**config.mk**
```make
export PLATFORM = sky130hd
export DESIGN_NAME = sorted_list_insert_remove
export DESIGN_NICKNAME = d
export VERILOG_FILES = /design/src/design/slir_pkg.sv /design/src/design/slir_ctrl.sv /design/src/design/slir_dp.sv /design/src/design/sorted_list_insert_remove.sv
export SDC_FILE = /design/constraint.sdc
export NUM_CORES = 2
export LEC_CHECK = 0
export BUFFER_PORTS_ARGS = -buffer_cell sky130_fd_sc_hd__buf_2
export CORE_MARGIN = 10
export CORE_UTILIZATION = 70
export CTS_CLUSTER_DIAMETER = 100
export CTS_CLUSTER_SIZE = 8
export DETAILED_ROUTE_END_ITERATION = 10
export PLACE_DENSITY_LB_ADDON = 0.15
export SYNTH_ARGS = -nofsm -noshare
export SYNTH_HDL_FRONTEND = slang
export SYNTH_SLANG_ARGS = --single-unit
```
**constraint.sdc**
```tcl
create_clock -name clock -period 11.8 [get_ports clock]
set_input_delay 1.18 -clock clock [delete_from_list [all_inputs] [get_ports clock]]
set_output_delay 1.18 -clock clock [all_outputs]
set_load 0.02 [all_outputs]
```
**src/design/slir_pkg.sv**
```systemverilog
// shared constants and types for the sorted insertion list
package slir_pkg;

   // list geometry
   localparam int DEPTH = 16;
   localparam int IDX_W = (DEPTH > 1) ? $clog2(DEPTH) : 1;
   localparam int CNT_W = $clog2(DEPTH + 1);

   // beat field widths
   localparam int VALUE_W  = 32;
   localparam int STATUS_W = 2;
   localparam int POS_W    = 4;
   localparam int COUNT_W  = 5;

   // command codes
   localparam logic CMD_INSERT = 1'b0;
   localparam logic CMD_REMOVE = 1'b1;

   // status codes
   localparam logic [STATUS_W-1:0] STATUS_DONE      = 2'd0;
   localparam logic [STATUS_W-1:0] STATUS_FULL      = 2'd1;
   localparam logic [STATUS_W-1:0] STATUS_EMPTY     = 2'd2;
   localparam logic [STATUS_W-1:0] STATUS_NOT_FOUND = 2'd3;

   // controller to datapath commands
   typedef struct packed {
      logic load;      // capture the request beat
      logic compare;   // register per-cell compare flags
      logic commit;    // update the list and the result register
   } dp_cmd_type;

endpackage

```
**src/design/slir_ctrl.sv**
```systemverilog
// controller state machine for the sorted insertion list
module slir_ctrl (
   input  logic                     clock,
   input  logic                     reset,
   input  logic                     req_valid,
   output logic                     req_stall,
   output logic                     rsp_valid,
   input  logic                     rsp_stall,
   output slir_pkg::dp_cmd_type     dp_cmd
);
   import slir_pkg::*;

   typedef enum logic [2:0] {
      ST_IDLE = 3'b001,
      ST_CMP  = 3'b010,
      ST_UPD  = 3'b100
   } state_type;

   state_type state_ff, state_in;
   logic      rsp_valid_ff, rsp_valid_in;
   logic      out_free;

   // result slot can take a new beat this cycle
   assign out_free = !rsp_valid_ff || !rsp_stall;

   // next state and commands
   always_comb begin
      state_in       = state_ff;
      dp_cmd.load    = 1'b0;
      dp_cmd.compare = 1'b0;
      dp_cmd.commit  = 1'b0;
      unique case (state_ff)
         ST_IDLE: begin
            if (req_valid) begin
               dp_cmd.load = 1'b1;
               state_in    = ST_CMP;
            end
         end
         ST_CMP: begin
            dp_cmd.compare = 1'b1;
            state_in       = ST_UPD;
         end
         ST_UPD: begin
            if (out_free) begin
               dp_cmd.commit = 1'b1;
               state_in      = ST_IDLE;
            end
         end
         default: begin
            state_in = ST_IDLE;
         end
      endcase
   end

   // result valid holds until the beat is taken
   always_comb begin
      if (dp_cmd.commit) begin
         rsp_valid_in = 1'b1;
      end else begin
         rsp_valid_in = rsp_valid_ff && rsp_stall;
      end
   end

   always_ff @(posedge clock) begin
      if (reset) begin
         state_ff     <= ST_IDLE;
         rsp_valid_ff <= 1'b0;
      end else begin
         state_ff     <= state_in;
         rsp_valid_ff <= rsp_valid_in;
      end
   end

   assign req_stall = (state_ff != ST_IDLE);
   assign rsp_valid = rsp_valid_ff;

endmodule

```
**src/design/slir_dp.sv**
```systemverilog
// cell array, compare flags and result register of the sorted insertion list
module slir_dp (
   input  logic                              clock,
   input  logic                              reset,
   input  slir_pkg::dp_cmd_type              dp_cmd,
   input  logic                              req_command,
   input  logic signed [slir_pkg::VALUE_W-1:0] req_value,
   output logic [slir_pkg::STATUS_W-1:0]     rsp_status,
   output logic [slir_pkg::POS_W-1:0]        rsp_position,
   output logic [slir_pkg::COUNT_W-1:0]      rsp_count
);
   import slir_pkg::*;

   logic                       cmd_ff;
   logic signed [VALUE_W-1:0]  value_ff;
   logic signed [VALUE_W-1:0]  cells_ff [DEPTH];
   logic signed [VALUE_W-1:0]  cells_in [DEPTH];
   logic signed [VALUE_W-1:0]  up_val   [DEPTH];
   logic signed [VALUE_W-1:0]  down_val [DEPTH];
   logic [DEPTH-1:0]           lt_ff, lt_in;
   logic [DEPTH-1:0]           eq_ff, eq_in;
   logic [CNT_W-1:0]           count_ff, count_in;
   logic [IDX_W-1:0]           ins_pos, rem_pos, pos_sel;
   logic                       full, empty, hit, done;
   logic [STATUS_W-1:0]        status_sel;
   logic [STATUS_W-1:0]        status_ff;
   logic [POS_W-1:0]           position_ff;
   logic [COUNT_W-1:0]         rsp_count_ff;

   // operand capture
   always_ff @(posedge clock) begin
      if (dp_cmd.load) begin
         cmd_ff   <= req_command;
         value_ff <= req_value;
      end
   end

   // per-cell compare against the operand, valid cells only
   always_comb begin
      for (int k = 0; k < DEPTH; k++) begin
         lt_in[k] = (CNT_W'(k) < count_ff) && (cells_ff[k] < value_ff);
         eq_in[k] = (CNT_W'(k) < count_ff) && (cells_ff[k] == value_ff);
      end
   end

   always_ff @(posedge clock) begin
      if (dp_cmd.compare) begin
         lt_ff <= lt_in;
         eq_ff <= eq_in;
      end
   end

   // insert point: first cell not below the operand
   always_comb begin
      ins_pos = '0;
      for (int k = DEPTH - 1; k >= 0; k--) begin
         if (!lt_ff[k]) begin
            ins_pos = IDX_W'(k);
         end
      end
   end

   // remove point: first equal cell
   always_comb begin
      rem_pos = '0;
      for (int k = DEPTH - 1; k >= 0; k--) begin
         if (eq_ff[k]) begin
            rem_pos = IDX_W'(k);
         end
      end
   end

   assign full  = (count_ff == CNT_W'(DEPTH));
   assign empty = (count_ff == '0);
   assign hit   = |eq_ff;

   // status and position
   always_comb begin
      unique case (cmd_ff)
         CMD_INSERT: begin
            status_sel = full ? STATUS_FULL : STATUS_DONE;
            pos_sel    = ins_pos;
         end
         CMD_REMOVE: begin
            priority if (empty) begin
               status_sel = STATUS_EMPTY;
            end else if (!hit) begin
               status_sel = STATUS_NOT_FOUND;
            end else begin
               status_sel = STATUS_DONE;
            end
            pos_sel = rem_pos;
         end
         default: begin
            status_sel = STATUS_DONE;
            pos_sel    = '0;
         end
      endcase
   end

   assign done = (status_sel == STATUS_DONE);

   // neighbor values for the shift
   always_comb begin
      up_val[0] = value_ff;
      for (int k = 1; k < DEPTH; k++) begin
         up_val[k] = cells_ff[k-1];
      end
      for (int k = 0; k < DEPTH - 1; k++) begin
         down_val[k] = cells_ff[k+1];
      end
      down_val[DEPTH-1] = cells_ff[DEPTH-1];
   end

   // next cell contents
   always_comb begin
      for (int k = 0; k < DEPTH; k++) begin
         cells_in[k] = cells_ff[k];
         if (done && cmd_ff == CMD_INSERT) begin
            if (IDX_W'(k) == ins_pos) begin
               cells_in[k] = value_ff;
            end else if (IDX_W'(k) > ins_pos) begin
               cells_in[k] = up_val[k];
            end
         end else if (done && cmd_ff == CMD_REMOVE) begin
            if (IDX_W'(k) >= rem_pos) begin
               cells_in[k] = down_val[k];
            end
         end
      end
   end

   // next count
   always_comb begin
      count_in = count_ff;
      if (done) begin
         if (cmd_ff == CMD_INSERT) begin
            count_in = count_ff + CNT_W'(1);
         end else begin
            count_in = count_ff - CNT_W'(1);
         end
      end
   end

   // list cells
   always_ff @(posedge clock) begin
      if (dp_cmd.commit) begin
         for (int k = 0; k < DEPTH; k++) begin
            cells_ff[k] <= cells_in[k];
         end
      end
   end

   // entry count
   always_ff @(posedge clock) begin
      if (reset) begin
         count_ff <= '0;
      end else if (dp_cmd.commit) begin
         count_ff <= count_in;
      end
   end

   // result register
   always_ff @(posedge clock) begin
      if (dp_cmd.commit) begin
         status_ff    <= status_sel;
         position_ff  <= done ? POS_W'(pos_sel) : '0;
         rsp_count_ff <= COUNT_W'(count_in);
      end
   end

   assign rsp_status   = status_ff;
   assign rsp_position = position_ff;
   assign rsp_count    = rsp_count_ff;

endmodule

```
**src/design/sorted_list_insert_remove.sv**
```systemverilog
// top level of the sorted insertion list
//
//   channel | direction | handshake            | fields
//   req     | in        | req_valid/req_stall  | command, value
//   rsp     | out       | rsp_valid/rsp_stall  | status, position, count
//
// each command runs through capture, compare in every cell, then update
// a result waits in an output register; the next command is captured meanwhile
// and its update waits only while that result is still stalled
// synchronous reset empties the list; cell contents are not cleared
module sorted_list_insert_remove (
   input  logic                                clock,
   input  logic                                reset,
   input  logic                                req_valid,
   output logic                                req_stall,
   input  logic                                req_command,
   input  logic signed [slir_pkg::VALUE_W-1:0] req_value,
   output logic                                rsp_valid,
   input  logic                                rsp_stall,
   output logic [slir_pkg::STATUS_W-1:0]       rsp_status,
   output logic [slir_pkg::POS_W-1:0]          rsp_position,
   output logic [slir_pkg::COUNT_W-1:0]        rsp_count
);
   import slir_pkg::*;

   dp_cmd_type dp_cmd;

   // sequencing
   slir_ctrl u_ctrl (
      .clock     (clock),
      .reset     (reset),
      .req_valid (req_valid),
      .req_stall (req_stall),
      .rsp_valid (rsp_valid),
      .rsp_stall (rsp_stall),
      .dp_cmd    (dp_cmd)
   );

   // list storage and result
   slir_dp u_dp (
      .clock        (clock),
      .reset        (reset),
      .dp_cmd       (dp_cmd),
      .req_command  (req_command),
      .req_value    (req_value),
      .rsp_status   (rsp_status),
      .rsp_position (rsp_position),
      .rsp_count    (rsp_count)
   );

endmodule

```
==> impl.org <==
** Setup path
- Most numerous cell on the critical path :: sky130_fd_sc_hd__nand2_1
- WS Path Type :: reg -> reg
- STA classifies the critical path endpoint as a flop.
- Critical-path cell list :: inv_1, ha_1, nor3b_4, nand2_1, nand2_8, buf_4, nand2_1, nand2_1, o21ba_2, nor3b_2, buf_4
- On the critical path, the stage with the largest delay is an instance of sky130_fd_sc_hd__o21ba_2.
- Maximum fanout encountered on the critical timing path :: 123
- Startpoint type of the worst setup path :: flop
- Together, buffers and inverters on the worst path number 3.
- Required @ worst endpoint :: 12.07 ns
- The number of cells on the worst reg-to-reg path is 11.
- On the critical path the largest part of the delay comes from simple AND/OR/NAND/NOR gates.
- At the worst endpoint, the arrival time is 5.18 ns.
- The setup check on the worst reg-to-reg path leaves a slack of slightly below 7 ns.
- In this design, the stage delay of the slowest critical-path cell is 0.95 ns.
- The critical path crosses 11 cells after its start point.

** Synthesis
- Area of the mapped netlist :: 0.0407 mm^2
- The Yosys step of the flow raised 0 warnings.
- Summing the sequential cell areas from Yosys gives 43.9% of the chip area.
- Most frequent cell after synthesis :: sky130_fd_sc_hd__edfxtp_1
- Yosys mapped the design onto 80 distinct sky130hd cell types.
- The synthesized design contains 588 enable-type register cells.
- Net count of the mapped netlist :: 4542
- Counting instances in the post-synthesis netlist gives the leading cell types as sky130_fd_sc_hd__edfxtp_1, sky130_fd_sc_hd__ha_1, sky130_fd_sc_hd__nand2_1, sky130_fd_sc_hd__a21oi_1, sky130_fd_sc_hd__mux2i_1.
- Among all flip-flop cells after synthesis, the most frequent one is sky130_fd_sc_hd__edfxtp_1.
- Main area contributors after synthesis :: sky130_fd_sc_hd__edfxtp_1, sky130_fd_sc_hd__ha_1, sky130_fd_sc_hd__mux2i_1
- Mapped Avg Cell Area :: roughly 10 um^2
- Synthesis handed over a netlist of 3990 instances.
- The synthesized design devotes to its leading area cell type 43.4% of total area.
- Number of synthesized register bits :: 597
- Share of synthesized flip-flops with an asynchronous set or reset :: 0%
- Library cell occupying the most area in the post-synthesis netlist :: sky130_fd_sc_hd__edfxtp_1

** Drt
- The detailed router finished its first iteration with roughly 3600 violations.
- Via count :: 32600
- Remaining antenna violation count :: 0
- In the routed design, unresolved DRC markers number 0.
- First-pass detailed-route iteration total :: 6
- Wire length per cell :: ~24 um
- Final routed wirelength across all metal layers :: 114000 um
- After detailed routing, the number of vias per cell comes to around 7.

** Clock tree
- The root buffer cell chosen for the clock tree is sky130_fd_sc_hd__clkbuf_16.
- CTS Buffer Depth :: 3
- H-tree levels :: 3
- TritonCTS built the clock tree.
- Clock Latency Late Sink :: 0.63 ns
- Sink count of the clock tree :: 597
- Clock buffer count from CTS :: 84
- Cts hold-fix bufs :: 0
- Number of buffers inserted to repair setup after CTS :: 0
- Clk slew on worst S/H paths :: roughly 0.050 ns
- Once the clock tree was built, the resizer swapped 0 gates to a different size.

** Global route
- For this run the aggregate overflow at the end of global routing stands at 0.
- The first global-routing pass estimated about 180000 um of wire.
- In the global route stage, overall resource usage came out at 33.0%.
- The via count of the first global-routing pass was 32000.
- Largest net degree at the start of global routing :: 239
- Initial antenna violation count :: 2

** Timing
- The total count of max-transition violations in the final report came to 0.
- The worst path needs around 4.9 ns of the cycle, external delays included.
- For the final routed database, the setup TNS stands at 0 ns.
- Final Cycle Share :: 41.6%
- Headroom to the max-slew limit :: 17.2%
- Number of failing setup endpoints in the final timing report :: 0
- Number of hold-slack violations in the final timing report :: 0
- Setup repair after global routing left no endpoint under its margin.
- Slew at the pin with the worst max-slew slack :: 1.24 ns
- Fin Clk Skew :: roughly 0.022 ns
- Static timing analysis puts the maximum clock frequency at 204 MHz.

** Floorplanning
- Starting utilization of the core area :: 70.6%
- The floorplan step set the die width to 261 um.
- Number of rows created at floorplan :: 88
- Height of the die :: 261 um
- Core ar. :: 0.0576 mm^2
- During I/O placement, the number of pins put on the boundary was 50.
- The floorplan step defined a die boundary enclosing roughly 0.07 mm^2.

** Final layout
- Relative area change from synthesis to final layout :: 7.42%
- Share of layout cells above drive strength 1 :: 6.22%
- Fill cells :: roughly 4000
- The repair_antennas step left the layout with diodes totalling 0.
- The finished layout holds around 4800 standard cells, fillers aside.
- Number of nets in the final layout :: 4517

** Hold path
- The tightest min-delay check is of the reg -> reg type.
- The worst hold path was traced through 2 stages.

** Power and ir drop
- Summed over all cells, the static leakage comes to 17.7 nW.
- Maximum VDD drop :: 0.139 mV
- PD cells :: 116 mW/mm^2

** Placed design
- Sum of net half-perimeters after detailed placement :: 81700 um
- During placement, the flow inserted port buffers numbering about 50.
- Cell total after placement :: 4644
- The congestion estimate from routability-driven global placement came to 0.973.

** Run status
- Status :: finished clean

** Job
- Across the run, the number of max-cap violations was 0.
-- flip-flops by register name, indices dropped and copies added, names as in the netlist --
signal	flops
u_dp.cells_ff	512
u_dp.value_ff	32
u_dp.eq_ff	16
u_dp.lt_ff	16
u_dp.count_ff	5
u_dp.rsp_count	5
u_dp.rsp_position	4
u_ctrl.state_ff	3
u_dp.rsp_status	2
u_ctrl.rsp_valid	1
u_dp.cmd_ff	1
-- kinds of logic after synthesis --
| group | after synthesis | synth area share, % |
|---|---|---|
| AOI/OAI and AO/OA | 1043 | 14.4 |
| xor gates and xnor gates | 11 | 0.237 |
| adders and majority gates | 515 | 15.8 |
| buffers and inverters | 301 | 3.34 |
| DFF | 597 | 43.9 |
| muxes | 392 | 9.76 |
| and+or+nand+nor | 1131 | 12.5 |
-- final timing paths --
path,start,end
max,u_dp.count_ff[1],u_dp.cells_ff[0][205]
min,u_ctrl.rsp_valid,u_ctrl.rsp_valid
min reg2reg,u_ctrl.rsp_valid,u_ctrl.rsp_valid
max reg2reg,u_dp.count_ff[1],u_dp.cells_ff[0][205]
-- report_power, final --
group	switching (mW)	internal (mW)	leakage (nW)
Sequential	0.0452	2.34	5.37
Clock	0.917	1.30	1.11
Combinational	0.310	0.167	11.3
Total	1.27	3.81	17.7
-- through the flow --
stage / hold WS (ns) / power, mW / util, % / setup slack (ns) / area [um^2]
after detailed placement: 0.555 / 2.89 / 71.9 / 7.03 / 41400
after global placement: 0.532 / 2.86 / 71.9 / 7.15 / 41400
after CTS: 0.567 / 5.08 / 75.8 / 6.99 / 43700
final: 0.560 / 5.08 / 75.8 / 6.89 / 43700
after global routing: 0.591 / 5.22 / 75.8 / 6.63 / 43700
after floorplan: 0.478 / 2.74 / - / 5.99 / 40700
-- placed cells by master, fill, tap and decap left out, drive strengths merged, types with 92 or more instances in the layout --
cell type,netlist,routed
edfxtp,588,588
nor2,311,311
o21ai,431,431
buf,98,101
nand2,478,478
mux2i,355,355
ha,515,515
clkbuf,114,101
inv,89,92
a21oi,385,385
-- worst reg2reg max path: stages, from the launching register on --
cell and delay, ns:
sky130_fd_sc_hd__dfxtp_1 0.55, sky130_fd_sc_hd__inv_1 0.14, sky130_fd_sc_hd__ha_1 0.25, sky130_fd_sc_hd__nor3b_4 0.19, sky130_fd_sc_hd__nand2_1 0.19, sky130_fd_sc_hd__nand2_8 0.41, sky130_fd_sc_hd__buf_4 0.70, sky130_fd_sc_hd__nand2_1 0.31
sky130_fd_sc_hd__nand2_1 0.11, sky130_fd_sc_hd__o21ba_2 0.95, sky130_fd_sc_hd__nor3b_2 0.31, sky130_fd_sc_hd__buf_4 0.43
-- layout make-up --
class | instances | area, um^2 | share of cell area [%]
Sequential cell | 597 | 17800 | 40.8
Clock inverter | 5 | 58.8 | 0.135
Timing Repair Buffer | 101 | 648 | 1.48
Multi-Input combinational cell | 3092 | 21600 | 49.5
Tap cell | 765 | 957 | 2.19
Clock buffer | 101 | 2210 | 5.06
Inverter | 89 | 334 | 0.765
-- routing by layer --
layer  vias to the layer above  share of wire, %  track usage (%)
li1                      14900                 -                -
met3                       324               9.0             5.33
met1                     15600                40             43.4
met5                         -            0.0096                0
met4                         2               3.8             14.1
met2                      1698                47             53.6
(Power assumes the default switching activity.)
